--- config.mk ---
export PLATFORM = sky130hd
export DESIGN_NAME = osc11_background_classifier
export DESIGN_NICKNAME = d
export VERILOG_FILES = /design/src/rtl/core/osc11_pkg.sv /design/src/rtl/core/osc11_ctrl.sv /design/src/rtl/core/osc11_dp.sv /design/src/rtl/core/osc11_background_classifier.sv
export SDC_FILE = /design/constraint.sdc
export NUM_CORES = 1
export LEC_CHECK = 0
export ABC_AREA = 1
export ABC_CLOCK_PERIOD_IN_PS = 13800
export BUFFER_PORTS_ARGS = -buffer_cell sky130_fd_sc_hd__buf_2
export CORE_ASPECT_RATIO = 0.9
export CORE_MARGIN = 2
export CORE_UTILIZATION = 35
export CTS_BUF_LIST = sky130_fd_sc_hd__clkbuf_8
export CTS_CLUSTER_DIAMETER = 200
export CTS_CLUSTER_SIZE = 28
export DETAILED_ROUTE_END_ITERATION = 16
export HOLD_SLACK_MARGIN = 0.05
export PLACE_DENSITY = 0.52
export SLEW_MARGIN = 20
export SYNTH_ARGS = -nofsm -noshare
export SYNTH_HDL_FRONTEND = slang
export SYNTH_SLANG_ARGS = --single-unit
export TNS_END_PERCENT = 20
--- constraint.sdc ---
create_clock -name clk -period 13.8 [get_ports clk]
set_input_delay 1.38 -clock clk [delete_from_list [all_inputs] [get_ports clk]]
set_output_delay 1.38 -clock clk [all_outputs]
set_load 0.02 [all_outputs]
--- src/rtl/core/osc11_pkg.sv ---
package osc11_pkg;

  // Digits allowed in one color component
  localparam int unsigned MAX_HEX_DIGITS = 4;

  // Prefix positions: 0..7 walk ESC ]11;rgb, then the choice byte
  localparam logic [3:0] POS_CHOICE  = 4'd8;
  localparam logic [3:0] POS_AFTER_A = 4'd9;
  localparam logic [3:0] POS_BODY    = 4'd10;

  // Threshold 0.5 in the scale of the weighted sum (weights per mille, Q0.16)
  localparam logic [25:0] HALF_SCALE = 26'd32767500;

  // floor(v/273) for v < 4096 as (v * 3841) >> 20
  localparam logic [11:0] DIV273_RECIP = 12'd3841;
  localparam int unsigned DIV273_SHIFT = 20;

  // Reply characters
  localparam logic [7:0] CH_COLON = 8'h3A;
  localparam logic [7:0] CH_SLASH = 8'h2F;
  localparam logic [7:0] CH_A     = 8'h61;

  // Result codes
  localparam logic [1:0] BG_UNKNOWN = 2'd0;
  localparam logic [1:0] BG_DARK    = 2'd1;
  localparam logic [1:0] BG_LIGHT   = 2'd2;

  typedef enum logic [2:0] {
    ST_IDLE,
    ST_CHECK,
    ST_DIV,
    ST_SCALE,
    ST_MUL,
    ST_ACC,
    ST_EMIT
  } state_t;

  // Controller to datapath
  typedef struct packed {
    logic consume;   // an input transaction completes this cycle
    logic div;       // load the divide-by-273 quotient
    logic scale;     // load the Q0.16 component
    logic mul;       // load weight times component
    logic acc;       // add product, step to next component
    logic set_good;  // record that the reply is well formed
    logic load_out;  // write the result register, clear parse state
  } cmd_t;

  // Datapath to controller
  typedef struct packed {
    logic slash_finish;  // current byte is a '/' that closes a component
    logic final_ok;      // reply is complete and well formed
    logic out_free;      // result register can take a value this cycle
  } status_t;

  typedef struct packed {
    logic       valid;
    logic [3:0] value;
  } hex_t;

  function automatic logic [7:0] lead_byte(input logic [2:0] pos);
    logic [7:0] b;
    case (pos)
      3'd0:    b = 8'h1B;
      3'd1:    b = 8'h5D;
      3'd2:    b = 8'h31;
      3'd3:    b = 8'h31;
      3'd4:    b = 8'h3B;
      3'd5:    b = 8'h72;
      3'd6:    b = 8'h67;
      3'd7:    b = 8'h62;
      default: b = 8'h00;
    endcase
    return b;
  endfunction

  // Luma weights per mille; alpha carries no weight
  function automatic logic [9:0] comp_weight(input logic [1:0] idx);
    logic [9:0] w;
    case (idx)
      2'd0:    w = 10'd299;
      2'd1:    w = 10'd587;
      2'd2:    w = 10'd114;
      default: w = 10'd0;
    endcase
    return w;
  endfunction

  function automatic hex_t hex_decode(input logic [7:0] b);
    hex_t h;
    h.valid = 1'b1;
    h.value = 4'd0;
    if (b >= 8'h30 && b <= 8'h39) begin
      h.value = 4'(b - 8'h30);
    end else if (b >= 8'h61 && b <= 8'h66) begin
      h.value = 4'(b - 8'h57);
    end else if (b >= 8'h41 && b <= 8'h46) begin
      h.value = 4'(b - 8'h37);
    end else begin
      h.valid = 1'b0;
    end
    return h;
  endfunction

endpackage

--- src/rtl/core/osc11_ctrl.sv ---
module osc11_ctrl (
  input  logic              clk,
  input  logic              rst_n,
  input  logic              in_fire,
  input  logic              in_last,
  input  osc11_pkg::status_t status,
  output logic              in_ready,
  output osc11_pkg::cmd_t    cmd
);

  osc11_pkg::state_t state_r, state_nxt;
  logic              last_r, last_nxt;

  always_ff @(posedge clk) begin
    if (!rst_n) begin
      state_r <= osc11_pkg::ST_IDLE;
      last_r  <= 1'b0;
    end else begin
      state_r <= state_nxt;
      last_r  <= last_nxt;
    end
  end

  // Next state
  always_comb begin
    state_nxt = state_r;
    last_nxt  = last_r;
    case (state_r)
      osc11_pkg::ST_IDLE: begin
        if (in_fire) begin
          last_nxt = in_last;
          if (in_last) begin
            state_nxt = osc11_pkg::ST_CHECK;
          end else if (status.slash_finish) begin
            state_nxt = osc11_pkg::ST_DIV;
          end
        end
      end
      osc11_pkg::ST_CHECK: begin
        state_nxt = status.final_ok ? osc11_pkg::ST_DIV : osc11_pkg::ST_EMIT;
      end
      osc11_pkg::ST_DIV:   state_nxt = osc11_pkg::ST_SCALE;
      osc11_pkg::ST_SCALE: state_nxt = osc11_pkg::ST_MUL;
      osc11_pkg::ST_MUL:   state_nxt = osc11_pkg::ST_ACC;
      osc11_pkg::ST_ACC: begin
        state_nxt = last_r ? osc11_pkg::ST_EMIT : osc11_pkg::ST_IDLE;
      end
      osc11_pkg::ST_EMIT: begin
        if (status.out_free) begin
          state_nxt = osc11_pkg::ST_IDLE;
          last_nxt  = 1'b0;
        end
      end
      default: state_nxt = osc11_pkg::ST_IDLE;
    endcase
  end

  // Outputs
  always_comb begin
    cmd      = '0;
    in_ready = 1'b0;
    case (state_r)
      osc11_pkg::ST_IDLE: begin
        in_ready    = 1'b1;
        cmd.consume = in_fire;
      end
      osc11_pkg::ST_CHECK: cmd.set_good = status.final_ok;
      osc11_pkg::ST_DIV:   cmd.div      = 1'b1;
      osc11_pkg::ST_SCALE: cmd.scale    = 1'b1;
      osc11_pkg::ST_MUL:   cmd.mul      = 1'b1;
      osc11_pkg::ST_ACC:   cmd.acc      = 1'b1;
      osc11_pkg::ST_EMIT:  cmd.load_out = status.out_free;
      default: ;
    endcase
  end

endmodule

--- src/rtl/core/osc11_dp.sv ---
module osc11_dp (
  input  logic              clk,
  input  logic              rst_n,
  input  osc11_pkg::cmd_t    cmd,
  input  logic [7:0]        in_byte,
  input  logic              out_ready,
  output osc11_pkg::status_t status,
  output logic              out_valid,
  output logic [1:0]        out_background
);

  // Parse state
  logic [3:0]  pos_r,    pos_nxt;
  logic        alpha_r,  alpha_nxt;
  logic [1:0]  idx_r,    idx_nxt;
  logic [2:0]  dc_r,     dc_nxt;
  logic [15:0] val_r,    val_nxt;
  logic [25:0] sum_r,    sum_nxt;
  logic        failed_r, failed_nxt;
  logic        good_r,   good_nxt;

  // Scaling pipeline
  logic [3:0]  quot_r;
  logic [15:0] scaled_r;
  logic [25:0] prod_r;

  // Result register
  logic        out_valid_r;
  logic [1:0]  out_bg_r;

  osc11_pkg::hex_t hex;
  logic [1:0]      final_idx;
  logic            is_body;
  logic [23:0]     div_prod;
  logic [15:0]     scaled_nxt;
  logic [1:0]      verdict;

  assign hex       = osc11_pkg::hex_decode(in_byte);
  assign final_idx = alpha_r ? 2'd3 : 2'd2;
  assign is_body   = (pos_r >= osc11_pkg::POS_BODY);

  assign status.slash_finish = !failed_r && is_body && (in_byte == osc11_pkg::CH_SLASH) &&
                               (dc_r != 3'd0) && (idx_r < final_idx);
  assign status.final_ok     = !failed_r && (pos_r == osc11_pkg::POS_BODY) &&
                               (idx_r == final_idx) && (dc_r != 3'd0);
  assign status.out_free     = !out_valid_r || out_ready;

  // Parse-state update
  always_comb begin
    pos_nxt    = pos_r;
    alpha_nxt  = alpha_r;
    idx_nxt    = idx_r;
    dc_nxt     = dc_r;
    val_nxt    = val_r;
    sum_nxt    = sum_r;
    failed_nxt = failed_r;
    good_nxt   = good_r;
    if (cmd.consume && !failed_r) begin
      if (pos_r < osc11_pkg::POS_CHOICE) begin
        if (in_byte == osc11_pkg::lead_byte(pos_r[2:0])) begin
          pos_nxt = pos_r + 4'd1;
        end else begin
          failed_nxt = 1'b1;
        end
      end else if (pos_r == osc11_pkg::POS_CHOICE) begin
        if (in_byte == osc11_pkg::CH_COLON) begin
          pos_nxt = osc11_pkg::POS_BODY;
        end else if (in_byte == osc11_pkg::CH_A) begin
          alpha_nxt = 1'b1;
          pos_nxt   = osc11_pkg::POS_AFTER_A;
        end else begin
          failed_nxt = 1'b1;
        end
      end else if (pos_r == osc11_pkg::POS_AFTER_A) begin
        if (in_byte == osc11_pkg::CH_COLON) begin
          pos_nxt = osc11_pkg::POS_BODY;
        end else begin
          failed_nxt = 1'b1;
        end
      end else if (hex.valid) begin
        if (dc_r >= 3'(osc11_pkg::MAX_HEX_DIGITS)) begin
          failed_nxt = 1'b1;
        end else begin
          val_nxt = {val_r[11:0], hex.value};
          dc_nxt  = dc_r + 3'd1;
        end
      end else if (!status.slash_finish) begin
        // any other byte fails; a closing '/' passes, and its component is added in by the steps that follow
        failed_nxt = 1'b1;
      end
    end
    if (cmd.set_good) begin
      good_nxt = 1'b1;
    end
    if (cmd.acc) begin
      sum_nxt = sum_r + prod_r;
      idx_nxt = idx_r + 2'd1;
      dc_nxt  = 3'd0;
      val_nxt = 16'd0;
    end
    if (cmd.load_out) begin
      pos_nxt    = '0;
      alpha_nxt  = 1'b0;
      idx_nxt    = '0;
      dc_nxt     = '0;
      val_nxt    = '0;
      sum_nxt    = '0;
      failed_nxt = 1'b0;
      good_nxt   = 1'b0;
    end
  end

  always_ff @(posedge clk) begin
    if (!rst_n) begin
      pos_r    <= '0;
      alpha_r  <= 1'b0;
      idx_r    <= '0;
      dc_r     <= '0;
      val_r    <= '0;
      sum_r    <= '0;
      failed_r <= 1'b0;
      good_r   <= 1'b0;
    end else begin
      pos_r    <= pos_nxt;
      alpha_r  <= alpha_nxt;
      idx_r    <= idx_nxt;
      dc_r     <= dc_nxt;
      val_r    <= val_nxt;
      sum_r    <= sum_nxt;
      failed_r <= failed_nxt;
      good_r   <= good_nxt;
    end
  end

  // Three-digit case: v*65535/4095 = 16v + floor(v/273)
  assign div_prod = 24'(val_r[11:0]) * 24'(osc11_pkg::DIV273_RECIP);

  // Q0.16 scaling by digit count: one- and two-digit components replicate their digits, three use the quotient
  always_comb begin
    case (dc_r)
      3'd0, 3'd1: scaled_nxt = {4{val_r[3:0]}};
      3'd2:       scaled_nxt = {2{val_r[7:0]}};
      3'd3:       scaled_nxt = {val_r[11:0], quot_r};
      default:    scaled_nxt = val_r;
    endcase
  end

  always_ff @(posedge clk) begin
    if (cmd.div) begin
      quot_r <= div_prod[osc11_pkg::DIV273_SHIFT +: 4];
    end
    if (cmd.scale) begin
      scaled_r <= scaled_nxt;
    end
    if (cmd.mul) begin
      prod_r <= 26'(osc11_pkg::comp_weight(idx_r)) * 26'(scaled_r);
    end
  end

  // Result register
  always_comb begin
    if (!good_r) begin
      verdict = osc11_pkg::BG_UNKNOWN;
    end else if (sum_r < osc11_pkg::HALF_SCALE) begin
      verdict = osc11_pkg::BG_DARK;
    end else begin
      verdict = osc11_pkg::BG_LIGHT;
    end
  end

  always_ff @(posedge clk) begin
    if (!rst_n) begin
      out_valid_r <= 1'b0;
    end else if (cmd.load_out) begin
      out_valid_r <= 1'b1;
    end else if (out_ready) begin
      out_valid_r <= 1'b0;
    end
  end

  always_ff @(posedge clk) begin
    if (cmd.load_out) begin
      out_bg_r <= verdict;
    end
  end

  assign out_valid      = out_valid_r;
  assign out_background = out_bg_r;

endmodule

--- src/rtl/core/osc11_background_classifier.sv ---
// Channel   Dir  Ports                                  Transaction
// in        in   in_tvalid/in_tready/in_tdata/in_tlast  one reply byte, in_tlast on the final byte
// out       out  out_tvalid/out_tready/out_tdata        one verdict per reply
//
// A plain byte is taken in the idle state. A '/' that closes a component sends it
// through a divide, scale, multiply and accumulate step, one register each. The final
// byte is checked; a malformed reply goes to emit, a well-formed one first runs these steps.
// Reset (rst_n low, synchronous) clears the parser and drops any pending result.
// A result waiting on out_tready does not block bytes of the next reply; only the
// next reply's verdict waits in the emit step, and no byte is taken meanwhile.
module osc11_background_classifier (
  input  logic       clk,
  input  logic       rst_n,
  input  logic       in_tvalid,
  output logic       in_tready,
  input  logic [7:0] in_tdata,   // [7:0] byte_req
  input  logic       in_tlast,
  output logic       out_tvalid,
  input  logic       out_tready,
  output logic [7:0] out_tdata   // [1:0] background, [7:2] zero
);

  osc11_pkg::cmd_t    cmd;
  osc11_pkg::status_t status;
  logic               in_fire;
  logic [1:0]         background;

  assign in_fire = in_tvalid && in_tready;

  osc11_ctrl u_ctrl (
    .clk      (clk),
    .rst_n    (rst_n),
    .in_fire  (in_fire),
    .in_last  (in_tlast),
    .status   (status),
    .in_ready (in_tready),
    .cmd      (cmd)
  );

  osc11_dp u_dp (
    .clk            (clk),
    .rst_n          (rst_n),
    .cmd            (cmd),
    .in_byte        (in_tdata),
    .out_ready      (out_tready),
    .status         (status),
    .out_valid      (out_tvalid),
    .out_background (background)
  );

  assign out_tdata = {6'd0, background};

  // Checks

  // right after the final byte, in_tready is low and no further byte is taken
  a_close_after_last: assert property (@(posedge clk) disable iff (!rst_n)
    in_fire && in_tlast |=> !in_tready)
    else $error("byte accepted right after final byte");

  // the result register is only written when it is free
  a_load_when_free: assert property (@(posedge clk) disable iff (!rst_n)
    cmd.load_out |-> status.out_free)
    else $error("result written over a pending result");

  // accumulate always follows the multiply step
  a_acc_after_mul: assert property (@(posedge clk) disable iff (!rst_n)
    cmd.acc |-> $past(cmd.mul))
    else $error("accumulate without product");

  // only the three defined codes ever leave
  a_code_range: assert property (@(posedge clk) disable iff (!rst_n)
    out_tvalid |-> out_tdata[1:0] != 2'd3)
    else $error("undefined background code");

endmodule
# --- Yosys cells after proc, flatten, opt, wreduce, memory -nomap -nowiden ---
# Memory sizes are Yosys's and may differ from the RTL's. A register that Yosys moved wholly into a read port is not among the register bits.
# Cells that the tools add are included.
totals:
  register_bits: 107
  rom_bits: 56
  in_bits: 13
  output_inout_bits: 10
  mem_count: 1
memory_table:
  columns: ["memory", "depth", "width", "rd", "rd_clocked_by_memory_dff", "write_ports", "line_no", "source"]
  rows:
  - ["(no name shown)", 8, 7, 1, 1, 0, "osc11_pkg.sv:63", "case (pos)"]
op_classes:
  n_addsub: 7
  mul: 2
  n_lt_le_gt_ge: 11
  eq_ne: 29
  mux: 52
  bitwise_logic: 6
  reduce_logical: 33
ops:
  columns: ["operator", "n"]
  rows:
  - ["case mux 16 bit (3 select lines)", 1]
  - ["two-way mux 4 bit", 10]
  - ["case mux 10 bit (3 select lines)", 1]
  - ["adder 26 bit", 1]
  - ["< comparator 26 x 25 -> 1 bit, second input constant", 1]
  - ["multiplier 10 x 16 -> 26 bit", 1]
  - ["two-way mux 1 bit", 26]
  - ["multiplier 12 x 12 -> 24 bit, second input constant", 1]
  - ["two-way mux 3 bit", 8]
  - ["case mux 3 bit (7 select lines)", 1]
  - ["== test 8 x 6 -> 1 bit, second input constant", 2]
  - [">= comparator 8 x 7 -> 1 bit, second input constant", 2]
  - ["<= comparator 8 x 7 -> 1 bit, second input constant", 2]
  - ["two-way mux 8 bit", 2]
  - ["== test 3 x 2 -> 1 bit, second input constant", 4]
  - ["== test 4 bit, second input constant", 3]
  - ["logical AND 1 bit", 12]
  - ["nonzero test 3 bit", 4]
  - ["two-way mux 10 bit", 1]
  - ["AND reduction 5 bit", 2]
  - ["== test 3 bit, second input constant", 3]
  - ["!= test 3 x 2 -> 1 bit, second input constant", 3]
  - ["== test 8 x 7 -> 1 bit, second input constant", 1]
  - ["== test 8 bit", 1]
  - ["33 further kinds", 47]

# --- Longest topological paths before layout ---
# Gate-level depths: netlist of run 1.
depth:
  depth_word: 11
  depth_mapped: 25
  mapped_depth_nobuf: 24

# --- By module ---
# From an unflattened synthesis of run 1, not the netlist that was laid out.
hier_totals:
  hier_cells: 1686
  hier_area_um2: 12996.2
by_module_without_submodules:
  columns: ["module", "n_inst", "cells_per_inst", "area_per_inst_um2", "seq_area_each_um2"]
  rows:
  - ["osc11_dp", 1, 1625, 12613.3, 2682.6]
  - ["osc11_ctrl", 1, 52, 326.6, 80.1]
  - ["osc11_background_classifier", 1, 9, 56.3, 0.0]

# --- Worst setup path before layout of run 1 ---
# No wires, ideal clock.
synth_timing:
  kind: "register to register"
  start: "register u_dp.idx_r[0]"
  end: "register u_dp.prod_r[22] (data pin)"
  t_arrival_ns: 5.135
  t_required_ns: 13.541
  path_slack_ns: 8.406
  stages_incl_launch_ff: 22
  synth_period_minus_slack_ns: 5.394
  path_cell_list: "dfxtp_1 > inv_1 > ha_1 > clkbuf_1 > o21ai_1 > inv_1 > nand2_1 > fa_1 > fa_1 > inv_1 > fa_1 > fa_1 > inv_1 > fa_1 > inv_1 > ha_1 > a21o_1 > a21boi_0 > o21ai_0 > nand2_1 > nand3_1 > xor2_1"
synth_between:
  elab_chain_cells: 4
  word_cells_on_any_way: 6
  classes_between: "1 x mul; 2 x eq/ne; 2 x mux; 1 x reduce/logical"
synth_lines:
  columns: ["element", "line_no", "source"]
  rows:
  - ["start, declared", "osc11_dp.sv:15", "logic [1:0] idx_r, idx_nxt;"]
  - ["start signal, assigned", "osc11_dp.sv:126", "idx_r <= idx_nxt;"]
  - ["== test 2 bit (tied with other cells)", "osc11_pkg.sv:80", "case (idx)"]
  - ["case mux 10 bit (3 select lines) (*)", "osc11_pkg.sv:80", null]
  - ["two-way mux 10 bit (*)", "osc11_dp.sv:155", "if (cmd.mul) begin"]
  - ["multiplier 10 x 16 -> 26 bit (*)", "osc11_dp.sv:156", "prod_r <= 26'(osc11_pkg::comp_weight(idx_r)) * 26'(scaled_r);"]
  - ["end signal, assigned", "osc11_dp.sv:156", null]
  - ["end, declared", "osc11_dp.sv:25", "logic [25:0] prod_r;"]
# Every way passes the cells marked *; elsewhere a longest branch is shown, timed or not. The select of a mux whose other input is x is not followed.
# A chain may end at the register's enable or synchronous reset.

# --- Worst setup path after layout of run 1 ---
layout_timing:
  start: "register u_dp.idx_r[0]"
  end: "register u_dp.prod_r[24] (data pin)"
# The elaborated chain is that of the path after synthesis.

==> impl_metrics.tcl, run 1 <==
set metrics [dict create \
    final.setup.tns_ps 0 \
    yosysSeqAreaShare 0.2079 \
    die_w_um 209.4 \
    reg2reg_slack_ps 7370 \
    route.detailed.drc 0 \
    crit_top_cell "inv_1" \
    wirelength_um 33520 \
    crit_chain "inv_1 > ha_1 > o21ai_1 > inv_1 > nand2_1 > fa_1 > fa_1 > inv_1 > fa_1 > fa_1 > inv_1 > fa_1 > inv_1 > ha_1 > nand2_1 > inv_1 > a21oi_1 > o21bai_1 > nand2_1 > nand3_1 > xor2_1" \
    synth_edf_count 48 \
    syn_inst 1732 \
    grt_pass1_wl_um 55900 \
    max_clock_freq_mhz 155.5 \
    place.gp.congestion 0.9167 \
    reg2reg_depth 21 \
    ys_types 51 \
    period_needed_ps 6429 \
    rows 67 \
    ys_warn_count 0 \
    worstMarginPinSlew_ps 864.4 \
    n_antenna_cell 0 \
    design_area_sq_um 14200 \
    dp_cells 2205 \
    nets 2041 \
    wl_per_cell_um 14.99 \
    port_buffers 16 \
    ir_drop_mv 0.05163 \
    core_area_sq_um 37300 \
    netlist_top_cells_area "ha_1, fa_1, edfxtp_1" \
    relSlewSlack 0.4216 \
    synth_area_leader_cell "ha_1" \
    cts-root-buf "clkbuf_8" \
    cts_max_level 4 \
    die_area_sq_um 39540 \
    slew_viol_final 0 \
    outcome "finished clean" \
    fin_hold_ws_ps 466.9 \
    vias 10770 \
    final_hold_viol_count 0 \
    maxCapViolations 0 \
    async_reset_ff_frac 0 \
    post-place-ws_ps 7376 \
    min_path_type "reg2reg" \
    grt_pass1_vias 10550 \
    slowest_stage "o21ai_1" \
    synth_common_cells "inv_1, nand2_1, ha_1" \
    arrival_ps 6650 \
    cp_max_fo 17 \
    ios 23 \
    overflow 0 \
    r2r-end "u_dp.prod_r[24]" \
    critPathKind "reg2reg" \
    post_cts_resize_count 0 \
    cp_top_family "adder cells" \
    clock-sinks 114 \
    initial_utilization 0.3562 \
    crit_path_start_kind "flop" \
    placed_cell_area_sq_um 13830 \
    path_depth 21 \
    drive_above_1_share 0.05530 \
    p_per_area_nw_per_um2 73.02 \
    p_leak_nw 7.683 \
    fin_cells 2237 \
    synth_top_area_frac 0.1761 \
    finClkSkew_ps 16.45 \
    drt_iter0_drc 699 \
    die_height_um 188.8 \
    fin_ws_ps 7371 \
    cts_tree "built" \
    post-route-period-util 0.4659 \
    startpoint "u_dp.idx_r[0]" \
    ys_seq_elements 114 \
    cts_hold_buf 0 \
    via_per_inst 4.813 \
    cpPeakStageDelay_ps 780 \
    worstReg2RegStart "u_dp.idx_r[0]" \
    grt_usage 0.1792 \
    cp.required_ps 14030 \
    dpl.hpwl_um 27800 \
    final_core_util 0.3807 \
    cp-endpoint "u_dp.prod_r[24]" \
    yosysMostFrequentCell "inv_1" \
    rsz0062_at_grt "no" \
    worst_setup_path_end_kind "flop" \
    total_power_mw 1.037 \
    grt_max_degree 38 \
    critical_path_buf_inv_count 6 \
    clk_pin_slew_ps 80 \
    clockBufferDepth 2 \
    clk-insertion-delay-late_ps 480 \
    syn_avg_cell_area_sq_um 7.672 \
    ant_nets 0 \
    drt_first_pass_iters 5 \
    post_cts_buffers 0 \
    area_delta_synth_final_pct 6.892 \
    synthFlopType "dfxtp_1" \
    cts-buffers-inserted 17 \
    syn_area_sq_um 13290 \
    antenna_found_initial 0 \
    setup_viol 0 \
]
[registers in the layout, indices dropped and copies added, names as in the netlist, 2 cells and up, named ones only]
signal	cells
u_dp.pos_r	4
u_ctrl.state_r	3
u_dp.scaled_r	16
u_dp.out_background	2
u_dp.prod_r	26
u_dp.val_r	16
u_dp.idx_r	2
u_dp.sum_r	26
u_dp.quot_r	4
u_dp.dc_r	3
[cells in the final DEF, fill, tap and decap left out, drive strengths merged, types with 12 or more instances in the layout]
master | netlist | routed
a21oi | 99 | 99
a221oi | 12 | 12
buf | 17 | 19
clkbuf | 17 | 17
dfxtp | 66 | 66
edfxtp | 48 | 48
fa | 100 | 100
ha | 187 | 187
inv | 377 | 383
nand2 | 340 | 340
nand3 | 66 | 66
nand4 | 16 | 16
nor2 | 160 | 160
nor3 | 22 | 22
o21ai | 90 | 90
o21bai | 22 | 22
xnor2 | 14 | 14
xor2 | 34 | 34
[how the worst min path moves through the flow]
| stage | start | to | slack [ps] | depth (start not counted) |
|---|---|---|---|---|
| final | u_dp.val_r[12] | u_dp.val_r[12] | 470 | 2 |
| after global placement | u_dp.val_r[12] | u_dp.val_r[12] | 450 | 2 |
| after detailed placement | u_dp.val_r[12] | u_dp.val_r[12] | 450 | 2 |
| after CTS | u_dp.val_r[12] | u_dp.val_r[12] | 460 | 2 |
| after global routing | u_dp.val_r[12] | u_dp.val_r[12] | 480 | 2 |
| after floorplan | u_dp.val_r[12] | u_dp.val_r[12] | 420 | 2 |
[layout make-up]
cell class | count | area [sq um]
inverters | 379 | 1428
fillers | 3920 | 23100
clock buffers | 17 | 234.0
well taps | 483 | 604.3
flip-flops and latches | 114 | 2763
repair buffers | 19 | 102.6
multi-input cells | 1210 | 8937
clock inverters | 15 | 135.1
[power by group]
group	switching (mW)	internal, mW
logic	0.224	0.122
clock network	0.159	0.144
registers	0.0100	0.378
[metal layers]
metal	vias up	global-route usage	part of all wire
met3	24	0.02600	0.037
li1	5508	-	-
met1	5054	0.2619	0.51
met2	181	0.2822	0.44
met4	0	0.03324	0.0088
met5	-	0	0
[worst reg2reg max path, stage by stage, from the launching register on]
cell,delay (ps)
dfxtp_1,380
inv_1,120
ha_1,480
o21ai_1,780
inv_1,340
nand2_1,170
fa_1,440
fa_1,490
inv_1,50
fa_1,500
fa_1,540
inv_1,50
fa_1,500
inv_1,40
ha_1,350
nand2_1,140
inv_1,50
a21oi_1,280
o21bai_1,140
nand2_1,80
nand3_1,90
xor2_1,150
[logic make-up after synthesis]
kind of cell | after synthesis | synth area share
simple gates | 614 | 0.2013
xor+xnor | 48 | 0.03164
fa+ha+maj | 287 | 0.3267
buf+inv | 413 | 0.1214
other cells | 1 | 0.0002822
flops | 114 | 0.2079
compound gates | 255 | 0.1107
Note: power is estimated with default switching activity, not from simulation.
==> run 2: changes to the inputs <==
--- a/config.mk
+++ b/config.mk
@@ -5,8 +5,8 @@
 export SDC_FILE = /design/constraint.sdc
 export NUM_CORES = 1
 export LEC_CHECK = 0
-export ABC_AREA = 1
-export ABC_CLOCK_PERIOD_IN_PS = 13800
+export ABC_AREA = 0
+export ABC_CLOCK_PERIOD_IN_PS = 5700
 export BUFFER_PORTS_ARGS = -buffer_cell sky130_fd_sc_hd__buf_2
 export CORE_ASPECT_RATIO = 0.9
 export CORE_MARGIN = 2
@@ -16,7 +16,7 @@
 export CTS_CLUSTER_SIZE = 28
 export DETAILED_ROUTE_END_ITERATION = 16
 export HOLD_SLACK_MARGIN = 0.05
-export PLACE_DENSITY = 0.52
+export PLACE_DENSITY = 0.54
 export SLEW_MARGIN = 20
 export SYNTH_ARGS = -nofsm -noshare
 export SYNTH_HDL_FRONTEND = slang
==> constraint.sdc (replaced) <==
create_clock -name clk -period 5.7 [get_ports clk]
set_input_delay 0.57 -clock clk [delete_from_list [all_inputs] [get_ports clk]]
set_output_delay 0.57 -clock clk [all_outputs]
set_load 0.02 [all_outputs]
==> run 2 against run 1 <==
Compared with the run above:
- sequential power rose to 2.9 times the previous value
- fmax rose by 16%
- total power rose to 5.1 times the previous value
- setup slack got worse by 7200 ps
- combinational power increased to 9.8 times the previous value
- largest cell class unchanged
- largest power group is now combinational cells
- highest routed layer unchanged
==> impl_metrics.tcl, run 2 <==
set metrics [dict create \
    die_height_um 178.2 \
    p_per_area_nw_per_um2 386.7 \
    startpoint "u_dp.idx_r[0]" \
    worstReg2RegStart "u_dp.idx_r[0]" \
    globalRouteMet3Util 0.02344 \
    place.gp.congestion 0.8693 \
    clock-sinks 114 \
    critPathKind "reg2reg" \
    slew_viol_final 0 \
    clk-insertion-delay-late_ps 460 \
    nets 1649 \
    drive_above_1_share 0.1468 \
    rsz0062_at_grt "yes" \
    cp_max_fo 8 \
    cts-root-buf "clkbuf_8" \
    area_delta_synth_final_pct 15.55 \
    async_reset_ff_frac 0 \
    die_area_sq_um 35210 \
    via_per_inst 4.895 \
    cts_hold_buf 0 \
    n_antenna_cell 0 \
    ant_nets 0 \
    grt_usage 0.1615 \
    final_core_util 0.4120 \
    total_power_mw 5.274 \
    vias 8733 \
    initial_utilization 0.3565 \
    fin_cells 1784 \
    gr-usage-met1 0.2177 \
    ys_types 67 \
    cp.required_ps 5910 \
    port_buffers 16 \
    synthFlopType "dfxtp_1" \
    dpl.hpwl_um 21250 \
    synth_top_area_frac 0.1982 \
    die_w_um 197.6 \
    ys_seq_elements 114 \
    max_clock_freq_mhz 181.0 \
    ir_drop_mv 0.4092 \
    mostFrequentLayoutCells "inv_1, ha_1, nand2_1" \
    syn_area_sq_um 11800 \
    maxCapViolations 0 \
    final_hold_viol_count 0 \
    final_common_cell "inv_1" \
    grt_pass1_vias 9091 \
    fin_hold_ws_ps 400.1 \
    rows 63 \
    worst_setup_path_end_kind "flop" \
    wirelength_um 26570 \
    core_area_sq_um 33110 \
    worstMarginPinSlew_ps 1129 \
    drt_iter0_drc 394 \
    syn_avg_cell_area_sq_um 9.383 \
    ios 23 \
    final.setup.tns_ps 0 \
    syn_inst 1258 \
    overflow 0 \
    gr-usage-met2 0.2702 \
    clk_pin_slew_ps 80 \
    relSlewSlack 0.2376 \
    netlist_top_cells_area "ha_1, fa_1, edfxtp_1" \
    antenna_found_initial 0 \
    arrival_ps 5730 \
    min_path_type "in2reg" \
    p_leak_nw 6.478 \
    grt_pass1_wl_um 45410 \
    synth_edf_count 48 \
    grt_busiest_layer "met2" \
    min-delay-start "rst_n" \
    cts_tree "built" \
    outcome "finished clean" \
    synth_area_leader_cell "ha_1" \
    yosysSeqAreaShare 0.2340 \
    post-route-period-util 0.9692 \
    finClkSkew_ps 17.84 \
    dp_cells 1749 \
    grt_max_degree 33 \
    cts_max_level 4 \
    reg_top3 "u_dp.prod_r (26), u_dp.sum_r (26)" \
    synth_common_cells "ha_1, inv_1, nand2_1" \
    clockBufferDepth 2 \
    wl_per_cell_um 14.89 \
    ys_warn_count 0 \
    setup_viol 0 \
    crit_path_start_kind "flop" \
    yosysMostFrequentCell "ha_1" \
    cts-buffers-inserted 17 \
    drt_first_pass_iters 6 \
    period_needed_ps 5524 \
    route.detailed.drc 0 \
]
## run 2: report_power, final
group          switching (mW)  total (mW)  leakage (nW)  internal, mW
Clock                   0.369       0.780         0.209         0.411
Combinational            1.65        3.39          5.32          1.74
Sequential             0.0439        1.11         0.950          1.06
## run 2: logic make-up after synthesis
logic type | synth area share
buffers and inverters | 0.06922
DFF | 0.2340
adders and majority gates | 0.3678
muxes | 0.01198
and+or+nand+nor | 0.1474
xor gates and xnor gates | 0.04304
AOI/OAI and AO/OA | 0.1261
other | 0.0003177
## run 2: worst paths after layout
| path | endpoint | slack (ps) | depth (start not counted) |
|---|---|---|---|
| max | u_dp.prod_r[25] | 180 | 24 |
| min reg2reg | u_dp.sum_r[0] | 470 | 2 |
| max reg2reg | u_dp.prod_r[25] | 180 | 24 |
| min | u_ctrl.state_r[1] | 400 | 2 |
## run 2: critical path, stage by stage (launching register included)
cell	delay, ps
dfxtp_2	330
buf_4	140
ha_1	210
or2_4	290
and2_1	210
ha_1	300
inv_1	60
fa_1	490
inv_1	40
ha_1	330
fa_1	540
inv_1	50
fa_1	500
inv_1	40
ha_1	300
o21a_1	130
and4_4	200
and2_1	160
a21bo_2	220
a31oi_4	160
o31ai_2	80
buf_4	150
a21boi_4	150
o21ai_2	80
xnor2_1	120
## run 2: timing repair
item,in CTS,in global routing
setup endpoints to repair,7,8
pin swaps,8,10
hold endpoints to repair,0,0
setup buffers,0,3
gates resized for setup,19,40
## run 2: cell type report
type                    instances  area, sq um
clock buffers                  19        261.5
clock inverters                13        132.6
fillers                      3311        19470
inverters                     176        660.6
multi-input cells             938         8559
flip-flops and latches        114         2768
well taps                     422        528.0
repair buffers                102        729.5
## run 2: routing by layer
layer	up-vias	routed length [um]
li1	4430	-
met1	4192	13320
met2	88	12280
met3	23	556
met4	0	416
met5	-	0
## run 2: per-stage QoR
step / instance area, sq um / setup WS [ps]
final: 13640 / 175.5
after global routing: 13640 / -39.41
after CTS: 13390 / -11.85
after detailed placement: 12930 / -220.9
after global placement: 12930 / -185.4
after floorplan: 11850 / -71.63
==> run 3: changes to the inputs <==
--- a/config.mk
+++ b/config.mk
@@ -9,14 +9,14 @@
 export ABC_CLOCK_PERIOD_IN_PS = 5700
 export BUFFER_PORTS_ARGS = -buffer_cell sky130_fd_sc_hd__buf_2
 export CORE_ASPECT_RATIO = 0.9
-export CORE_MARGIN = 2
-export CORE_UTILIZATION = 35
+export CORE_MARGIN = 4
+export CORE_UTILIZATION = 55
 export CTS_BUF_LIST = sky130_fd_sc_hd__clkbuf_8
 export CTS_CLUSTER_DIAMETER = 200
 export CTS_CLUSTER_SIZE = 28
 export DETAILED_ROUTE_END_ITERATION = 16
 export HOLD_SLACK_MARGIN = 0.05
-export PLACE_DENSITY = 0.54
+export PLACE_DENSITY = 0.77
 export SLEW_MARGIN = 20
 export SYNTH_ARGS = -nofsm -noshare
 export SYNTH_HDL_FRONTEND = slang
==> run 3 against run 2 <==
Compared with the run above:
- fmax shrank 1.8%
- die area shrank 32%
- final cell count shrank 8.0%
- critical path depth grew 2
- sequential share of layout area grew 0.27 points
- sequential power is essentially flat
- clock skew shrank 3.9 ps
- clock power grew 9.9%
- utilization grew 23 points
- total power grew 3.5%
- critical path type unchanged
- critical endpoint is now u_dp.prod_r[24]
==> impl_metrics.tcl, run 3 (synthesized netlist as in run 2, its figures left out) <==
set metrics [dict create \
    outcome "finished clean" \
    startpoint "u_dp.idx_r[0]" \
    ir_drop_mv 0.3618 \
    clockBufferDepth 2 \
    final.setup.tns_ps 0 \
    overflow 0 \
    period_needed_ps 5626 \
    min_path_type "in2reg" \
    rows 50 \
    grt_usage 0.2213 \
    antenna_found_initial 0 \
    worst_setup_path_end_kind "flop" \
    area_delta_synth_final_pct 14.13 \
    worstReg2RegStart "u_dp.idx_r[0]" \
    reg_top3 "u_dp.prod_r (26), u_dp.sum_r (26)" \
    ios 23 \
    cts-buffers-inserted 17 \
    switching_share 0.3986 \
    via_per_inst 5.507 \
    clkPwrFrac 0.157 \
    clock-sinks 114 \
    grt_pass1_vias 9437 \
    cp_max_fo 5 \
    route.detailed.drc 0 \
    total_power_mw 5.457 \
    cts_max_level 4 \
    die_area_sq_um 23870 \
    vias 9042 \
    slew_viol_final 0 \
    cp.required_ps 5900 \
    critical_path_buf_inv_count 8 \
    initial_utilization 0.5632 \
    n_antenna_cell 0 \
    drive_above_1_share 0.1453 \
    final_common_cell "ha_1" \
    ant_nets 0 \
    setup_viol 0 \
    clk-insertion-delay-late_ps 450 \
    die_height_um 147.0 \
    drt_iter0_drc 599 \
    worstMarginPinSlew_ps 1018 \
    port_buffers 16 \
    cts_tree "built" \
    nFillCells 1641 \
    drt_first_pass_iters 5 \
    min-delay-start "rst_n" \
    mostFrequentLayoutCells "ha_1, inv_1, nand2_1" \
    cts-root-buf "clkbuf_8" \
    relSlewSlack 0.3212 \
    cts_hold_buf 0 \
    maxCapViolations 0 \
    cpPeakStageDelay_ps 540 \
    cp_top_family "adder cells" \
    grt_max_degree 33 \
    post-route-period-util 0.9870 \
    critPathKind "reg2reg" \
    finClkSkew_ps 13.91 \
    slowest_stage "fa_1" \
    max_clock_freq_mhz 177.7 \
    crit_top_cell "inv_1" \
    die_w_um 162.4 \
    core_area_sq_um 20960 \
    dpl.hpwl_um 19770 \
    wl_per_cell_um 15.63 \
    internal_power_mw 3.282 \
    arrival_ps 5830 \
    p_switching_mw 2.175 \
    crit_path_start_kind "flop" \
    place.gp.congestion 0.9189 \
    nets 1643 \
    p_per_area_nw_per_um2 405.1 \
    seqCellArea_sq_um 2770 \
    clk_pin_slew_ps 80 \
    grt_pass1_wl_um 43720 \
    p_leak_nw 6.450 \
    final_hold_viol_count 0 \
    pwr-share-comb 0.641 \
    seqPwrFrac 0.202 \
    wirelength_um 25660 \
    multi_input_area_sq_um 8567 \
]
[run 3: final timing paths]
| path | end | cells after the start | slack [ps] |
|---|---|---|---|
| worst max-delay path | u_dp.prod_r[24] | 26 | 70 |
| worst min-delay path | u_ctrl.state_r[1] | 2 | 410 |
| worst max register to register | u_dp.prod_r[24] | 26 | 70 |
| worst min register to register | u_dp.sum_r[0] | 2 | 460 |
[run 3: metrics by stage]
stage / instances / cell area, sq um / hold WS, ps / setup slack, ps / utilization
floorplan: 1263 / 11850 / 440.0 / -71.63 / -
finish: 1642 / 13470 / 408.8 / 73.98 / 0.6428
CTS: 1638 / 13190 / 382.1 / -49.55 / 0.6291
global placement: 1606 / 12700 / 448.9 / -176.3 / 0.6062
detailed placement: 1606 / 12700 / 458.2 / -244.3 / 0.6062
global route: 1642 / 13470 / 382.4 / -108.8 / 0.6428
[run 3: timing repair]
action	in CTS	in global routing
endpoints found under the setup margin	6	9
setup buffers	0	3
gates resized for setup	16	54
gates cloned	0	1
pin swaps	1	19
[run 3: metal layers]
metal,up-vias,GRT usage,share of wire
met5,-,0,0
met4,0,0.07865,0.024
met3,56,0.03310,0.040
met2,204,0.3804,0.49
met1,4370,0.2851,0.44
li1,4412,-,-
[run 3: final cells by class]
cell class              instances  area share
clock buffers                  18     0.01839
clock inverters                14     0.01402
well taps                     286     0.02656
flip-flops and latches        114      0.2056
inverters                     176     0.04922
multi-input cells             939      0.6359
repair buffers                 95     0.05025
[run 3: power groups by stage]
| stage | Clock, mW | Combinational [mW] | Sequential, mW |
|---|---|---|---|
| 2_1_floorplan | 0 | 2.02 | 1.10 |
| 3_3_place_gp | 0 | 2.87 | 1.12 |
| 3_5_place_dp | 0 | 2.96 | 1.12 |
| 4_1_cts | 0.868 | 3.04 | 1.10 |
| 5_1_grt | 0.903 | 3.88 | 1.11 |
| 6_report | 0.857 | 3.50 | 1.10 |
